### src/hw/rtl/arp_range_responder_top_defines.svh
// assertion macros for the arp range responder
`ifndef ARP_RANGE_RESPONDER_TOP_DEFINES_SVH
`define ARP_RANGE_RESPONDER_TOP_DEFINES_SVH

// condition that must hold at every clock edge out of reset
`define ARPR_ASSERT_HOLD(lbl, cond, msg) \
  lbl: assert property (@(posedge clk) disable iff (!rst_n) (cond)) else $error(msg);

// implication checked in the same cycle
`define ARPR_ASSERT_IMPL(lbl, pre, post, msg) \
  lbl: assert property (@(posedge clk) disable iff (!rst_n) (pre) |-> (post)) else $error(msg);

`endif

### src/hw/rtl/arpr_pkg.sv
package arpr_pkg;

  // frame layout and protocol codes
  localparam int unsigned FRAME_LEN = 42;
  localparam logic [15:0] ETH_TYPE_ARP = 16'h0806;
  localparam logic [15:0] HW_ETHER = 16'h0001;
  localparam logic [15:0] PROTO_IPV4 = 16'h0800;
  localparam logic [7:0] HW_ADDR_LEN = 8'd6;
  localparam logic [7:0] PROTO_ADDR_LEN = 8'd4;
  localparam logic [15:0] OP_REQUEST = 16'h0001;
  localparam logic [15:0] OP_REPLY = 16'h0002;

  // pending job queue depth
  localparam int unsigned QUEUE_DEPTH = 2;

  // configuration register indexes
  localparam int unsigned CFG_IDX_W = 3;
  localparam int unsigned CFG_DATA_W = 48;
  localparam logic [CFG_IDX_W-1:0] CFG_OWN_MAC = 3'd0;
  localparam logic [CFG_IDX_W-1:0] CFG_BASE_ADDR = 3'd1;
  localparam logic [CFG_IDX_W-1:0] CFG_PREFIX_LEN = 3'd2;
  localparam logic [CFG_IDX_W-1:0] CFG_PROBE_ADDR = 3'd3;
  localparam logic [CFG_IDX_W-1:0] CFG_SERVING_MODE = 3'd4;

  localparam logic [5:0] PREFIX_RESET = 6'd32;

  typedef struct packed {
    logic [47:0] own_mac;
    logic [31:0] base_addr;
    logic [5:0]  prefix_len;
    logic [31:0] probe_addr;
    logic        serving_mode;
  } cfg_t;

  // one unit of work for the emitter: a reply frame or a conflict event
  typedef struct packed {
    logic        is_conflict;
    logic [47:0] sender_mac;
    logic [31:0] sender_ip;
    logic [31:0] target_ip;
  } job_t;

  typedef struct packed {
    logic push;
    logic conflict_seen;
  } front_stat_t;

endpackage

### src/hw/rtl/arpr_in_if.sv
interface arpr_in_if;
  logic       valid;
  logic       ready;
  logic [7:0] rx_byte;
  logic       frame_end;
  logic       frame_truncated;

  modport source (output valid, rx_byte, frame_end, frame_truncated, input ready);
  modport sink (input valid, rx_byte, frame_end, frame_truncated, output ready);
endinterface

### src/hw/rtl/arpr_out_if.sv
interface arpr_out_if;
  logic       valid;
  logic       ready;
  logic       out_kind;
  logic [7:0] tx_byte;
  logic       tx_last;

  modport source (output valid, out_kind, tx_byte, tx_last, input ready);
  modport sink (input valid, out_kind, tx_byte, tx_last, output ready);
endinterface

### src/hw/rtl/arpr_front.sv
module arpr_front (
  input  logic                 clk,
  input  logic                 rst_n,
  arpr_in_if.sink              in_ch,
  input  arpr_pkg::cfg_t       cfg,
  input  logic                 q_full,
  output arpr_pkg::job_t       job,
  output arpr_pkg::front_stat_t stat
);
  import arpr_pkg::*;

  localparam logic [5:0] LAST_IDX = 6'(FRAME_LEN - 1);
  localparam logic [5:0] SAT_IDX = 6'(FRAME_LEN);

  logic [5:0]  idx_r, idx_nxt;
  logic [15:0] ether_r, ether_nxt;
  logic [15:0] hw_r, hw_nxt;
  logic [15:0] proto_r, proto_nxt;
  logic [7:0]  hlen_r, hlen_nxt;
  logic [7:0]  plen_r, plen_nxt;
  logic [15:0] op_r, op_nxt;
  logic [47:0] smac_r, smac_nxt;
  logic [31:0] sip_r, sip_nxt;
  logic [31:0] tip_r, tip_nxt;
  logic        seen_r, seen_nxt;

  logic        accept;
  logic [7:0]  b;
  logic        long_enough;
  logic        frame_ok;
  logic [5:0]  pl;
  logic [31:0] mask;
  logic [31:0] hi;
  logic        in_range;
  logic        want_reply;
  logic        want_conflict;

  assign in_ch.ready = !q_full;
  assign accept = in_ch.valid && in_ch.ready;
  assign b = in_ch.rx_byte;

  // capture header fields by byte position
  always_comb begin
    ether_nxt = ether_r;
    hw_nxt    = hw_r;
    proto_nxt = proto_r;
    hlen_nxt  = hlen_r;
    plen_nxt  = plen_r;
    op_nxt    = op_r;
    smac_nxt  = smac_r;
    sip_nxt   = sip_r;
    tip_nxt   = tip_r;
    if (idx_r < SAT_IDX) begin
      priority if (idx_r == 6'd12 || idx_r == 6'd13) begin
        ether_nxt = {ether_r[7:0], b};
      end else if (idx_r == 6'd14 || idx_r == 6'd15) begin
        hw_nxt = {hw_r[7:0], b};
      end else if (idx_r == 6'd16 || idx_r == 6'd17) begin
        proto_nxt = {proto_r[7:0], b};
      end else if (idx_r == 6'd18) begin
        hlen_nxt = b;
      end else if (idx_r == 6'd19) begin
        plen_nxt = b;
      end else if (idx_r == 6'd20 || idx_r == 6'd21) begin
        op_nxt = {op_r[7:0], b};
      end else if (idx_r >= 6'd22 && idx_r <= 6'd27) begin
        smac_nxt = {smac_r[39:0], b};
      end else if (idx_r >= 6'd28 && idx_r <= 6'd31) begin
        sip_nxt = {sip_r[23:0], b};
      end else if (idx_r >= 6'd38 && idx_r <= 6'd41) begin
        tip_nxt = {tip_r[23:0], b};
      end else begin
        ether_nxt = ether_r;
      end
    end
  end

  // address block bounds
  always_comb begin
    pl = (cfg.prefix_len > 6'd32) ? 6'd32 : cfg.prefix_len;
    mask = (pl == 6'd0) ? 32'h0 : (32'hFFFF_FFFF << (6'd32 - pl));
    hi = cfg.base_addr | ~mask;
    in_range = (cfg.base_addr <= tip_nxt) && (tip_nxt <= hi);
  end

  // frame check on the last word
  always_comb begin
    long_enough = (idx_r >= LAST_IDX);
    frame_ok = !in_ch.frame_truncated && long_enough &&
               ether_nxt == ETH_TYPE_ARP && hw_nxt == HW_ETHER &&
               proto_nxt == PROTO_IPV4 && hlen_nxt == HW_ADDR_LEN &&
               plen_nxt == PROTO_ADDR_LEN;
    want_reply = accept && in_ch.frame_end && frame_ok && op_nxt == OP_REQUEST &&
                 cfg.serving_mode && in_range;
    want_conflict = accept && in_ch.frame_end && frame_ok && op_nxt == OP_REPLY &&
                    !cfg.serving_mode && !seen_r && sip_nxt == cfg.probe_addr;
  end

  // position counter and sticky conflict flag
  always_comb begin
    idx_nxt = idx_r;
    seen_nxt = seen_r;
    if (accept) begin
      if (in_ch.frame_end) begin
        idx_nxt = 6'd0;
      end else if (idx_r < SAT_IDX) begin
        idx_nxt = idx_r + 6'd1;
      end
      if (want_conflict) begin
        seen_nxt = 1'b1;
      end
    end
  end

  always_ff @(posedge clk) begin
    if (!rst_n) begin
      idx_r  <= 6'd0;
      seen_r <= 1'b0;
    end else begin
      idx_r  <= idx_nxt;
      seen_r <= seen_nxt;
    end
  end

  // field capture registers
  always_ff @(posedge clk) begin
    if (accept) begin
      ether_r <= ether_nxt;
      hw_r    <= hw_nxt;
      proto_r <= proto_nxt;
      hlen_r  <= hlen_nxt;
      plen_r  <= plen_nxt;
      op_r    <= op_nxt;
      smac_r  <= smac_nxt;
      sip_r   <= sip_nxt;
      tip_r   <= tip_nxt;
    end
  end

  assign job.is_conflict = want_conflict;
  assign job.sender_mac  = smac_nxt;
  assign job.sender_ip   = sip_nxt;
  assign job.target_ip   = tip_nxt;

  assign stat.push = want_reply || want_conflict;
  assign stat.conflict_seen = seen_r;
endmodule

### src/hw/rtl/arpr_queue.sv
module arpr_queue #(
  parameter int unsigned DEPTH = arpr_pkg::QUEUE_DEPTH
) (
  input  logic           clk,
  input  logic           rst_n,
  input  logic           push,
  input  arpr_pkg::job_t push_job,
  output logic           full,
  input  logic           pop,
  output arpr_pkg::job_t head,
  output logic           empty
);
  import arpr_pkg::*;

  localparam int unsigned AW = (DEPTH > 1) ? $clog2(DEPTH) : 1;
  localparam int unsigned CW = $clog2(DEPTH + 1);

  job_t          slots_r [DEPTH];
  logic [AW-1:0] wr_r, wr_nxt;
  logic [AW-1:0] rd_r, rd_nxt;
  logic [CW-1:0] cnt_r, cnt_nxt;

  assign full  = (cnt_r == CW'(DEPTH));
  assign empty = (cnt_r == '0);
  assign head  = slots_r[rd_r];

  // pointer and count update
  always_comb begin
    wr_nxt  = wr_r;
    rd_nxt  = rd_r;
    cnt_nxt = cnt_r;
    if (push) begin
      wr_nxt = (wr_r == AW'(DEPTH - 1)) ? '0 : wr_r + AW'(1);
    end
    if (pop) begin
      rd_nxt = (rd_r == AW'(DEPTH - 1)) ? '0 : rd_r + AW'(1);
    end
    if (push && !pop) begin
      cnt_nxt = cnt_r + CW'(1);
    end else if (pop && !push) begin
      cnt_nxt = cnt_r - CW'(1);
    end
  end

  always_ff @(posedge clk) begin
    if (!rst_n) begin
      wr_r  <= '0;
      rd_r  <= '0;
      cnt_r <= '0;
    end else begin
      wr_r  <= wr_nxt;
      rd_r  <= rd_nxt;
      cnt_r <= cnt_nxt;
    end
  end

  // job storage
  always_ff @(posedge clk) begin
    if (push) begin
      slots_r[wr_r] <= push_job;
    end
  end
endmodule

### src/hw/rtl/arpr_back.sv
module arpr_back (
  input  logic           clk,
  input  logic           rst_n,
  input  arpr_pkg::cfg_t cfg,
  input  arpr_pkg::job_t head,
  input  logic           empty,
  output logic           pop,
  arpr_out_if.source     out_ch
);
  import arpr_pkg::*;

  localparam logic [5:0] LAST_IDX = 6'(FRAME_LEN - 1);
  localparam int unsigned FRAME_BITS = FRAME_LEN * 8;

  logic [5:0]            k_r, k_nxt;
  logic                  valid_r, valid_nxt;
  logic                  kind_r;
  logic [7:0]            byte_r;
  logic                  last_r;
  logic                  load;
  logic [FRAME_BITS-1:0] frame;
  logic [8:0]            bit_hi;
  logic [7:0]            cur_byte;
  logic                  cur_last;

  // reply frame in wire order, first word in the top bits
  assign frame = {head.sender_mac, cfg.own_mac, ETH_TYPE_ARP, HW_ETHER, PROTO_IPV4,
                  HW_ADDR_LEN, PROTO_ADDR_LEN, OP_REPLY, cfg.own_mac, head.target_ip,
                  head.sender_mac, head.sender_ip};

  assign bit_hi = 9'(FRAME_BITS - 1) - {k_r, 3'b000};
  assign cur_byte = head.is_conflict ? 8'h00 : frame[bit_hi -: 8];
  assign cur_last = head.is_conflict || (k_r == LAST_IDX);

  assign load = !empty && (!valid_r || out_ch.ready);
  assign pop = load && cur_last;

  // word counter and output valid
  always_comb begin
    k_nxt = k_r;
    valid_nxt = valid_r;
    if (load) begin
      valid_nxt = 1'b1;
      k_nxt = cur_last ? 6'd0 : k_r + 6'd1;
    end else if (out_ch.ready) begin
      valid_nxt = 1'b0;
    end
  end

  always_ff @(posedge clk) begin
    if (!rst_n) begin
      k_r     <= 6'd0;
      valid_r <= 1'b0;
    end else begin
      k_r     <= k_nxt;
      valid_r <= valid_nxt;
    end
  end

  // output payload register
  always_ff @(posedge clk) begin
    if (load) begin
      kind_r <= head.is_conflict;
      byte_r <= cur_byte;
      last_r <= cur_last;
    end
  end

  assign out_ch.valid    = valid_r;
  assign out_ch.out_kind = kind_r;
  assign out_ch.tx_byte  = byte_r;
  assign out_ch.tx_last  = last_r;
endmodule

### src/hw/rtl/arp_range_responder_top.sv
// ARP responder for IPv4 over Ethernet. Received frame bytes enter one word
// per clock on in_ch; the frame parser checks each frame at its last byte and
// queues a job for every accepted request in the claimed address block
// (serving mode) or for the first matching reply to probe_addr (probe mode).
// The emitter drains the queue at one output word per clock while out_ch is
// ready: a reply is 42 words, a conflict event one. Input takes one byte per
// cycle, stalling only while the queue holds QUEUE_DEPTH jobs; the emitter
// sets the sustained rate when replies come faster than one per 42 received
// bytes. The user must write configuration (cfg_we/cfg_index/cfg_data) only
// while idle, unenforced by the block; the conflict flag clears only on reset.
`include "arp_range_responder_top_defines.svh"

module arp_range_responder_top #(
  parameter int unsigned QUEUE_DEPTH = arpr_pkg::QUEUE_DEPTH
) (
  input  logic                            clk,
  input  logic                            rst_n,
  arpr_in_if.sink                         in_ch,
  arpr_out_if.source                      out_ch,
  input  logic                            cfg_we,
  input  logic [arpr_pkg::CFG_IDX_W-1:0]  cfg_index,
  input  logic [arpr_pkg::CFG_DATA_W-1:0] cfg_data
);
  import arpr_pkg::*;

  cfg_t        cfg_r, cfg_nxt;
  job_t        push_job;
  job_t        head;
  front_stat_t fstat;
  logic        q_full;
  logic        q_empty;
  logic        pop;

  // configuration register write
  always_comb begin
    cfg_nxt = cfg_r;
    if (cfg_we) begin
      unique case (cfg_index)
        CFG_OWN_MAC:      cfg_nxt.own_mac = cfg_data[47:0];
        CFG_BASE_ADDR:    cfg_nxt.base_addr = cfg_data[31:0];
        CFG_PREFIX_LEN:   cfg_nxt.prefix_len = cfg_data[5:0];
        CFG_PROBE_ADDR:   cfg_nxt.probe_addr = cfg_data[31:0];
        CFG_SERVING_MODE: cfg_nxt.serving_mode = cfg_data[0];
        default:          cfg_nxt = cfg_r;
      endcase
    end
  end

  always_ff @(posedge clk) begin
    if (!rst_n) begin
      cfg_r.own_mac      <= 48'h0;
      cfg_r.base_addr    <= 32'h0;
      cfg_r.prefix_len   <= PREFIX_RESET;
      cfg_r.probe_addr   <= 32'h0;
      cfg_r.serving_mode <= 1'b0;
    end else begin
      cfg_r <= cfg_nxt;
    end
  end

  arpr_front u_front (
    .clk    (clk),
    .rst_n  (rst_n),
    .in_ch  (in_ch),
    .cfg    (cfg_r),
    .q_full (q_full),
    .job    (push_job),
    .stat   (fstat)
  );

  arpr_queue #(
    .DEPTH (QUEUE_DEPTH)
  ) u_queue (
    .clk      (clk),
    .rst_n    (rst_n),
    .push     (fstat.push),
    .push_job (push_job),
    .full     (q_full),
    .pop      (pop),
    .head     (head),
    .empty    (q_empty)
  );

  arpr_back u_back (
    .clk    (clk),
    .rst_n  (rst_n),
    .cfg    (cfg_r),
    .head   (head),
    .empty  (q_empty),
    .pop    (pop),
    .out_ch (out_ch)
  );

  // queue never overflows or underflows
  `ARPR_ASSERT_IMPL(a_no_push_full, fstat.push, !q_full, "job pushed into full queue")
  `ARPR_ASSERT_IMPL(a_no_pop_empty, pop, !q_empty, "job popped from empty queue")
  // conflict event raised at most once
  `ARPR_ASSERT_IMPL(a_conflict_once, fstat.push && push_job.is_conflict,
                    !fstat.conflict_seen, "second conflict event queued")
  // conflict event word shape
  `ARPR_ASSERT_HOLD(a_conflict_word,
                    !(out_ch.valid && out_ch.out_kind) ||
                    (out_ch.tx_last && out_ch.tx_byte == 8'h00),
                    "malformed conflict event word")
endmodule
### src/flat_wrapper.sv
// flat-port wrapper written by rule: the top's interface ports become plain ports
module arp_range_responder_top_flat import arpr_pkg::*;
#(
  parameter int unsigned QUEUE_DEPTH = arpr_pkg::QUEUE_DEPTH
)
  (clk, rst_n, cfg_we, cfg_index, cfg_data, in_ch_valid, in_ch_rx_byte, in_ch_frame_end, in_ch_frame_truncated, in_ch_ready, out_ch_valid, out_ch_out_kind, out_ch_tx_byte, out_ch_tx_last, out_ch_ready);
  arpr_in_if in_ch_i ();
  arpr_out_if out_ch_i ();
  input  logic clk;
  input  logic rst_n;
  input  logic cfg_we;
  input  logic [arpr_pkg::CFG_IDX_W-1:0] cfg_index;
  input  logic [arpr_pkg::CFG_DATA_W-1:0] cfg_data;
  input wire logic [$bits(in_ch_i.valid)-1:0] in_ch_valid;
  input wire logic [$bits(in_ch_i.rx_byte)-1:0] in_ch_rx_byte;
  input wire logic [$bits(in_ch_i.frame_end)-1:0] in_ch_frame_end;
  input wire logic [$bits(in_ch_i.frame_truncated)-1:0] in_ch_frame_truncated;
  output wire logic [$bits(in_ch_i.ready)-1:0] in_ch_ready;
  output wire logic [$bits(out_ch_i.valid)-1:0] out_ch_valid;
  output wire logic [$bits(out_ch_i.out_kind)-1:0] out_ch_out_kind;
  output wire logic [$bits(out_ch_i.tx_byte)-1:0] out_ch_tx_byte;
  output wire logic [$bits(out_ch_i.tx_last)-1:0] out_ch_tx_last;
  input wire logic [$bits(out_ch_i.ready)-1:0] out_ch_ready;
  assign in_ch_i.valid = in_ch_valid;
  assign in_ch_i.rx_byte = in_ch_rx_byte;
  assign in_ch_i.frame_end = in_ch_frame_end;
  assign in_ch_i.frame_truncated = in_ch_frame_truncated;
  assign in_ch_ready = in_ch_i.ready;
  assign out_ch_valid = out_ch_i.valid;
  assign out_ch_out_kind = out_ch_i.out_kind;
  assign out_ch_tx_byte = out_ch_i.tx_byte;
  assign out_ch_tx_last = out_ch_i.tx_last;
  assign out_ch_i.ready = out_ch_ready;
  arp_range_responder_top #(.QUEUE_DEPTH(QUEUE_DEPTH)) u_core (.clk(clk), .rst_n(rst_n), .in_ch(in_ch_i), .out_ch(out_ch_i), .cfg_we(cfg_we), .cfg_index(cfg_index), .cfg_data(cfg_data));
endmodule
### config.mk
export PLATFORM = sky130hd
export DESIGN_NAME = arp_range_responder_top_flat
export DESIGN_NICKNAME = d
export VERILOG_FILES = /design/src/hw/rtl/arpr_pkg.sv /design/src/hw/rtl/arpr_in_if.sv /design/src/hw/rtl/arpr_out_if.sv /design/src/hw/rtl/arpr_front.sv /design/src/hw/rtl/arpr_queue.sv /design/src/hw/rtl/arpr_back.sv /design/src/hw/rtl/arp_range_responder_top.sv /design/src/flat_wrapper.sv
export VERILOG_INCLUDE_DIRS = /design/src /design/src/hw/rtl
export SDC_FILE = /design/constraint.sdc
export NUM_CORES = 1
export LEC_CHECK = 0
export ABC_AREA = 1
export BUFFER_PORTS_ARGS = -buffer_cell sky130_fd_sc_hd__buf_4
export CORE_MARGIN = 2
export CORE_UTILIZATION = 63
export CTS_CLUSTER_SIZE = 16
export DETAILED_ROUTE_END_ITERATION = 8
export GPL_TIMING_DRIVEN = 1
export PLACE_DENSITY = 0.9
export SYNTH_ARGS = -nofsm -noshare
export SYNTH_HDL_FRONTEND = slang
export SYNTH_SLANG_ARGS = --single-unit
### constraint.sdc
create_clock -name clk -period 29 [get_ports clk]
set_input_delay 2.9 -clock clk [delete_from_list [all_inputs] [get_ports clk]]
set_output_delay 2.9 -clock clk [all_outputs]
set_load 0.05 [all_outputs]
# After elaboration in Yosys (flattened, before gate mapping)
# Memories as Yosys holds them, arrays and structs flattened. A register that Yosys moved wholly into a read port is not among the register bits.
# Cells that the tools add are included.
# W data, S select, Z words.
[word_totals]
input_bits = 66
memories = 1
regBits = 339
output_inout_bits = 12
mem_bits_rw = 226
wordCells = 193
[op_classes]
add_sub_neg = 8
shifts = 2
eq_ne = 24
bitwise = 2
reduce_logical = 52
n_lt_le_gt_ge = 11
mux = 69
[memory_table]
columns = ["name", "words", "width", "read_ports", "rd_clocked_by_memory_dff", "wr", "line", "source"]
rows = [
  ["u_core.u_queue.slots_r", 2, 113, 1, 1, 1, "arpr_queue.sv:18", "job_t slots_r [DEPTH];"],
]
[op_table]
columns = ["cell", "count"]
rows = [
  ["$mux W32", 20],
  ["$mux W48", 8],
  ["$shiftx A343 B10 Y8", 1],
  ["$mux W16", 16],
  ["$mux W8", 11],
  ["$le A32 B32 Y1", 2],
  ["$eq A6 B5 Y1 const B", 6],
  ["$eq A16 B1 Y1 const B", 2],
  ["$eq A16 B12 Y1 const B", 2],
  ["$eq A32 B32 Y1", 1],
  ["$not A32 Y32", 1],
  ["$or A32 B32 Y32", 1],
  ["$shl A32 B6 Y32 const A", 1],
  ["$eq A6 B4 Y1 const B", 4],
  ["$logic_and A1 B1 Y1", 24],
  ["$mux W6", 4],
  ["$eq A16 B2 Y1 const B", 1],
  ["$eq A8 B3 Y1 const B", 2],
  ["$reduce_and A2 Y1", 7],
  ["$add A6 B1 Y6 const B", 2],
  ["$ge A6 B5 Y1 const B", 2],
  ["$ge A6 B6 Y1 const B", 2],
  ["$le A6 B5 Y1 const B", 2],
  ["$sub A9 B9 Y9 const A", 1],
  ["20 further kinds", 45],
]

# Depth between registers and ports, before layout
[depth]
depth_word = 20
depth_mapped = 32
ltp_nobuf = 32

# Hierarchy
# From an unflattened synthesis, not the netlist that was laid out.
[hier_totals]
hier_cells = 2996
hier_area_um2 = 28168.3
[modules_own_cells]
columns = ["mod", "area_each_um2", "seq_area_each_um2", "cells_per_inst", "instances"]
rows = [
  ["arpr_front", 11856.4, 5905.7, 1330, 1],
  ["arpr_queue", 8674.6, 6886.6, 387, 1],
  ["arp_range_responder_top", 4799.6, 2382.3, 710, 1],
  ["arpr_back", 2837.7, 440.4, 569, 1],
]

# Worst setup path before layout
# OpenSTA, ideal clock, no wires.
[synth_path]
path_kind = "input to register"
startpoint = "input port in_ch_valid"
endpoint = "memory u_core.u_queue.slots_r[0][0] (netlist bit), enable pin"
setup_time_ps = 622
path_slack_ps = 3841
t_arrival_ps = 24537
cell_stages = 11
required_ps = 28378
path_buffers = 0
cell_sequence = "a21boi_0 > nand2_1 > nor2_1 > nand2_1 > nor2_1 > nand4_1 > nor3_1 > nand3_1 > nor2_2 > nand3b_1 > a21oi_1"
[synth_between]
elab_chain_len = 10
word_cells_on_any_way = 13
classes_between = "2 x mux; 11 x reduce/logical"
[synth_rtl]
columns = ["item", "line", "source"]
rows = [
  ["start: declaration", "flat_wrapper.sv:14", "input wire logic [$bits(in_ch_i.valid)-1:0] in_ch_valid;"],
  ["$logic_and A1 B1 Y1 *", "arpr_front.sv:39", "assign accept = in_ch.valid && in_ch.ready;"],
  ["$logic_and A1 B1 Y1 * (2 in series)", "arpr_front.sv:93, arpr_front.sv:95", ""],
  ["$logic_and A1 B1 Y1 (2 in series)", "arpr_front.sv:95", "want_conflict = accept && in_ch.frame_end && frame_ok && op_nxt == OP_REPLY &&"],
  ["$logic_and A1 B1 Y1 (2 in series)", "arpr_front.sv:96", "!cfg.serving_mode && !seen_r && sip_nxt == cfg.probe_addr;"],
  ["$logic_or A1 B1 Y1 *", "arpr_front.sv:145", "assign stat.push = want_reply || want_conflict;"],
  ["$mux W1 *", "arpr_queue.sv:59", "if (push) begin"],
  ["$mux W1 (not written as such) *", "arpr_queue.sv:60", "slots_r[wr_r] <= push_job;"],
  ["end: declaration", "arpr_queue.sv:18", ""],
]
# Every way passes the cells marked *; elsewhere a longest branch is shown, timed or not.

# Worst setup path in the final report
[layout_path]
startpoint = "register u_core.u_front.idx_r[1]"
endpoint = "memory u_core.u_queue.slots_r[0][92] (netlist bit), enable pin"
[layout_between]
elab_chain_len = 18
word_cells_on_any_way = 99
classes_between = "10 x order compare; 18 x eq/ne; 48 x mux; 23 x reduce/logical"
[layout_rtl]
columns = ["item", "line", "source"]
rows = [
  ["start: declaration", "arpr_front.sv:15", "logic [5:0] idx_r, idx_nxt;"],
  ["start signal: assignment", "arpr_front.sv:120", "idx_r <= idx_nxt;"],
  ["$ge A6 B6 Y1 (tied with other cells)", "arpr_front.sv:70", "end else if (idx_r >= 6'd38 && idx_r <= 6'd41) begin"],
  ["$logic_and A1 B1 Y1 (tied with other cells)", "arpr_front.sv:70", ""],
  ["$mux W32 (tied with other cells)", "arpr_front.sv:70", ""],
  ["$mux W32 (tied with other cells)", "arpr_front.sv:68", "end else if (idx_r >= 6'd28 && idx_r <= 6'd31) begin"],
  ["$mux W32 (tied with other cells)", "arpr_front.sv:66", "end else if (idx_r >= 6'd22 && idx_r <= 6'd27) begin"],
  ["$mux W32 (tied with other cells)", "arpr_front.sv:64", "end else if (idx_r == 6'd20 || idx_r == 6'd21) begin"],
  ["$mux W32 (tied with other cells)", "arpr_front.sv:62", "end else if (idx_r == 6'd19) begin"],
  ["$mux W32 or $logic_and A1 B1 Y1 (tied branches)", "arpr_front.sv:60, arpr_front.sv:90", ""],
  ["(+2 left out)", "--", ""],
  ["$mux W32 or $logic_and A1 B1 Y1 (tied branches)", "arpr_front.sv:54, arpr_front.sv:93, arpr_front.sv:95", ""],
  ["$mux W32 or $logic_and A1 B1 Y1 (tied branches)", "arpr_front.sv:53, arpr_front.sv:95", ""],
  ["$le A32 B32 Y1 or $logic_and A1 B1 Y1 (tied branches)", "arpr_front.sv:83, arpr_front.sv:95", ""],
  ["$logic_and A1 B1 Y1, on equally long branches", "arpr_front.sv:83, arpr_front.sv:96", ""],
  ["$logic_and A1 B1 Y1, on equally long branches", "arpr_front.sv:94, arpr_front.sv:96", ""],
  ["$logic_or A1 B1 Y1 *", "arpr_front.sv:145", ""],
  ["$mux W1 *", "arpr_queue.sv:59", ""],
  ["$mux W1 (not written as such) *", "arpr_queue.sv:60", ""],
]
# Marks and branches as above.

==> results.yml <==
drt:
  drt_iter0_drc: 3657
  wirelength_um: 79500
  vias_per_cell: 6.36
  drc_errors: 0
  wire_per_inst_um: 23.1
  vias: 21893
  ant_nets: 0
  drt-pass1-iter-count: 8
floorplanning:
  io_pins: 78
  core_area_um2: 41900
  fp.dieArea_um2: 44200
  die_y_um: 210
  num_rows: 75
  start_util: 0.638
  die_w_um: 210
logic_synthesis:
  synth_cell_type_count: 56
  synthCells: 2814
  synth.cell_area_um2: 26800
  synth_edf_count: 428
  synth_ff_type: "edfxtp_1"
  synthTopCellsByArea: "edfxtp_1 (48%), dfxtp_1 (10%), o21ai_0 (6.7%), nand2_1 (6.2%), nor2_1 (5.7%)"
  syn_avg_cell_area_um2: 9.51
  synthesis.nets: 2958
  yosysSeqAreaShare: 0.583
  yosys_warnings: 0
  ys_ff_latch: 566
  async_reset_ff_frac: 0
  synth_top_area_cell: "edfxtp_1"
  yosysTopAreaCellShare: 0.480
cts:
  clk_pin_slew_worst_paths_ps: 60
  cts_buffer_depth: 3
  cts_htree_levels: 2
  tritoncts: "built"
  cts-buffers-inserted: 55
  cts_setup_buffers: 0
  clk_latency_ps: 630
  hold_buffers: 0
  cts_sinks: 566
  cts_root_buf: "clkbuf_16"
  cts.repair.resized: 0
power:
  worst_ir_drop_vdd_uv: 60.4
  p_leak_nw: 12.0
  pwr_density_cell_nw_per_um2: 77.9
  power_mw: 2.31
timing:
  slew_headroom: 0.224
  setup_viol_count_final: 0
  fmax_ghz: 0.154
  layout_setup_ws_ps: 22500
  rsz0062_at_grt: "no"
  drv_slew: 0
  worst_slew_pin_slew_ps: 1160
  period_share: 0.224
  tns_ps: 0
  min_period_ps: 6500
  final_hold_viol_count: 0
  worst_clock_skew_ps: 30.6
setup_path:
  cp-startpoint: "u_core.u_front.idx_r[1]$_SDFFE_PN0P_"
  startpoint_type: "register"
  path_class: "reg2reg"
  rrSetupSlack_ps: 22500
  critPathMaxFanout: 74
  required_ps: 29230
  r2r_start: "u_core.u_front.idx_r[1]$_SDFFE_PN0P_"
  worst_ep_arrival_time_ps: 6730
  r2r_cells: 19
  worstSetupEndpointType: "register"
  reg2reg_to: "u_core.u_queue.slots_r[0][92]$_DFFE_PP_"
global_routing:
  grt_pass1_vias: 20728
  grt_max_degree: 111
  grt_usage: 0.357
  grt_pass1_wl_um: 119000
  antenna_found_initial: 5
  grt_overflow: 0
place:
  dpl_worst_slack_ps: 22480
  portBuffers: 77
  dpl.hpwl_um: 55100
  gp_congestion: 1.00
  dp.cells: 3335
hold_path:
  hold_start: "u_core.cfg_r[74]$_SDFFE_PN0P_"
  hold_path_depth: 2
  min_to: "u_core.cfg_r[74]$_SDFFE_PN0P_"
  min_path_type: "reg2reg"
flow_run:
  maxCapViolCount: 0
outcome:
  status: "completed"
finish:
  drive_above_1_share: 0.0986
  syn2layout_area_growth_pct: 10.7
  fin_nets: 2997
  final_cell_count_no_fill: 3440
  final_util: 0.707
==> power breakdown <==
part | total [mW] | internal, mW | switching [mW]
sequential | 1.06 | 1.01 | 0.0515
clock | 0.753 | 0.430 | 0.323
combinational | 0.496 | 0.136 | 0.360
total | 2.31 | 1.58 | 0.735
==> how the worst max path moves through the flow <==
stage	endpoint	slack, ps	cells past startpoint
2_1_floorplan	u_core.u_queue.slots_r[0][0]$_DFFE_PP_	3840	11
3_3_place_gp	u_core.u_queue.slots_r[0][83]$_DFFE_PP_	22610	17
3_5_place_dp	u_core.u_queue.slots_r[0][105]$_DFFE_PP_	22480	17
4_1_cts	u_core.u_queue.slots_r[0][92]$_DFFE_PP_	22710	23
5_1_grt	u_core.u_queue.slots_r[1][70]$_DFFE_PP_	22150	23
6_report	u_core.u_queue.slots_r[0][92]$_DFFE_PP_	22500	19
==> sequential cells by signal (all words and copies together), names as in the netlist, 32 cells and up, named ones only <==
signal and cells:
u_core.u_front.sip_r 32, u_core.u_front.smac_r 48, u_core.u_queue.slots_r 226, u_core.cfg_r 119
u_core.u_front.tip_r 32
==> placed cells by master (no fill, tap or decap), types with 6 or more instances in the layout <==
master	instances
o221ai_1	16
nand2_1	444
clkinv_1	11
clkinv_2	10
o21ai_0	360
bufinv_16	7
o22ai_1	32
o21a_1	9
a21oi_1	119
a211oi_1	16
ha_1	78
inv_1	309
o21ai_1	31
nand3_1	84
inv_2	10
buf_4	100
a22oi_1	8
dfxtp_1	137
clkbuf_16	58
xor2_1	14
nor3_1	39
mux2_2	39
clkbuf_1	8
nand4_1	32
nor2_1	405
edfxtp_1	428
o21ai_2	6
==> layout make-up <==
| class | instances | area, um^2 |
|---|---|---|
| timing repair buffer | 100 | 751 |
| multi-input combinational | 1808 | 9470 |
| tap | 539 | 674 |
| antenna | 1 | 2.50 |
| inverter | 322 | 1210 |
| fill | 2927 | 12300 |
| sequential | 566 | 15600 |
| clock inverter | 38 | 422 |
| clock buffer | 66 | 1480 |
==> stage by stage <==
stage	cell area (um^2)	hold WS, ps
after floorplan	26800	426
after global placement	27700	426
after detailed placement	27700	444
after CTS	29600	457
after global routing	29600	478
final	29600	463
==> synth_stat cells, drive strengths merged, types with 3 or more instances <==
cell type / count
inv: 320
buf: 34
o22ai: 32
o2111ai: 5
nor4: 6
nor3b: 3
ha: 78
nor2: 418
mux2i: 3
a21oi: 121
nor3: 43
nand3: 89
o21a: 9
dfxtp: 138
mux2: 39
nand2: 452
a31oi: 4
nand4: 34
clkbuf: 84
xor2: 15
or2: 4
a22oi: 8
a211oi: 16
edfxtp: 428
o21ai: 397
o211ai: 5
o221ai: 16
==> metal layers <==
metal | vias up | global-route usage | part of all wire
li1 | 9706 | - | -
met1 | 10273 | 0.505 | 0.38
met2 | 1696 | 0.546 | 0.44
met3 | 212 | 0.0743 | 0.14
met4 | 6 | 0.136 | 0.039
met5 | - | 0 | 0.00055
==> cell families (layout without fill, tap and decap cells) <==
logic type               count (synthesis)  count (layout)  share of synthesized area
AND/OR/NAND/NOR                       1053            1053                      0.166
other                                    0               1                          0
buffers and inverters                  440             526                     0.0654
XOR/XNOR                                15              15                    0.00519
adder cells (fa/ha/maj)                 78              78                     0.0365
AO/OA/AOI/OAI                          620             620                      0.126
flip-flops                             566             566                      0.583
multiplexers                            42              42                     0.0175
==> worst max-delay path: stages (launching register included) <==
cell and delay [ps]:
dfxtp_1 460, inv_1 140, ha_1 240, inv_1 110, nand2_4 150, nand2_1 730
nand4_1 440, nor2_4 180, buf_4 490, o21ai_0 260, ha_1 370, nand2_1 50
inv_1 70, nand4_1 140, nor4_1 630, nand3_1 160, nand2_1 140, nand3b_1 240
a21oi_4 230, buf_4 770
(Power assumes the default switching activity.)
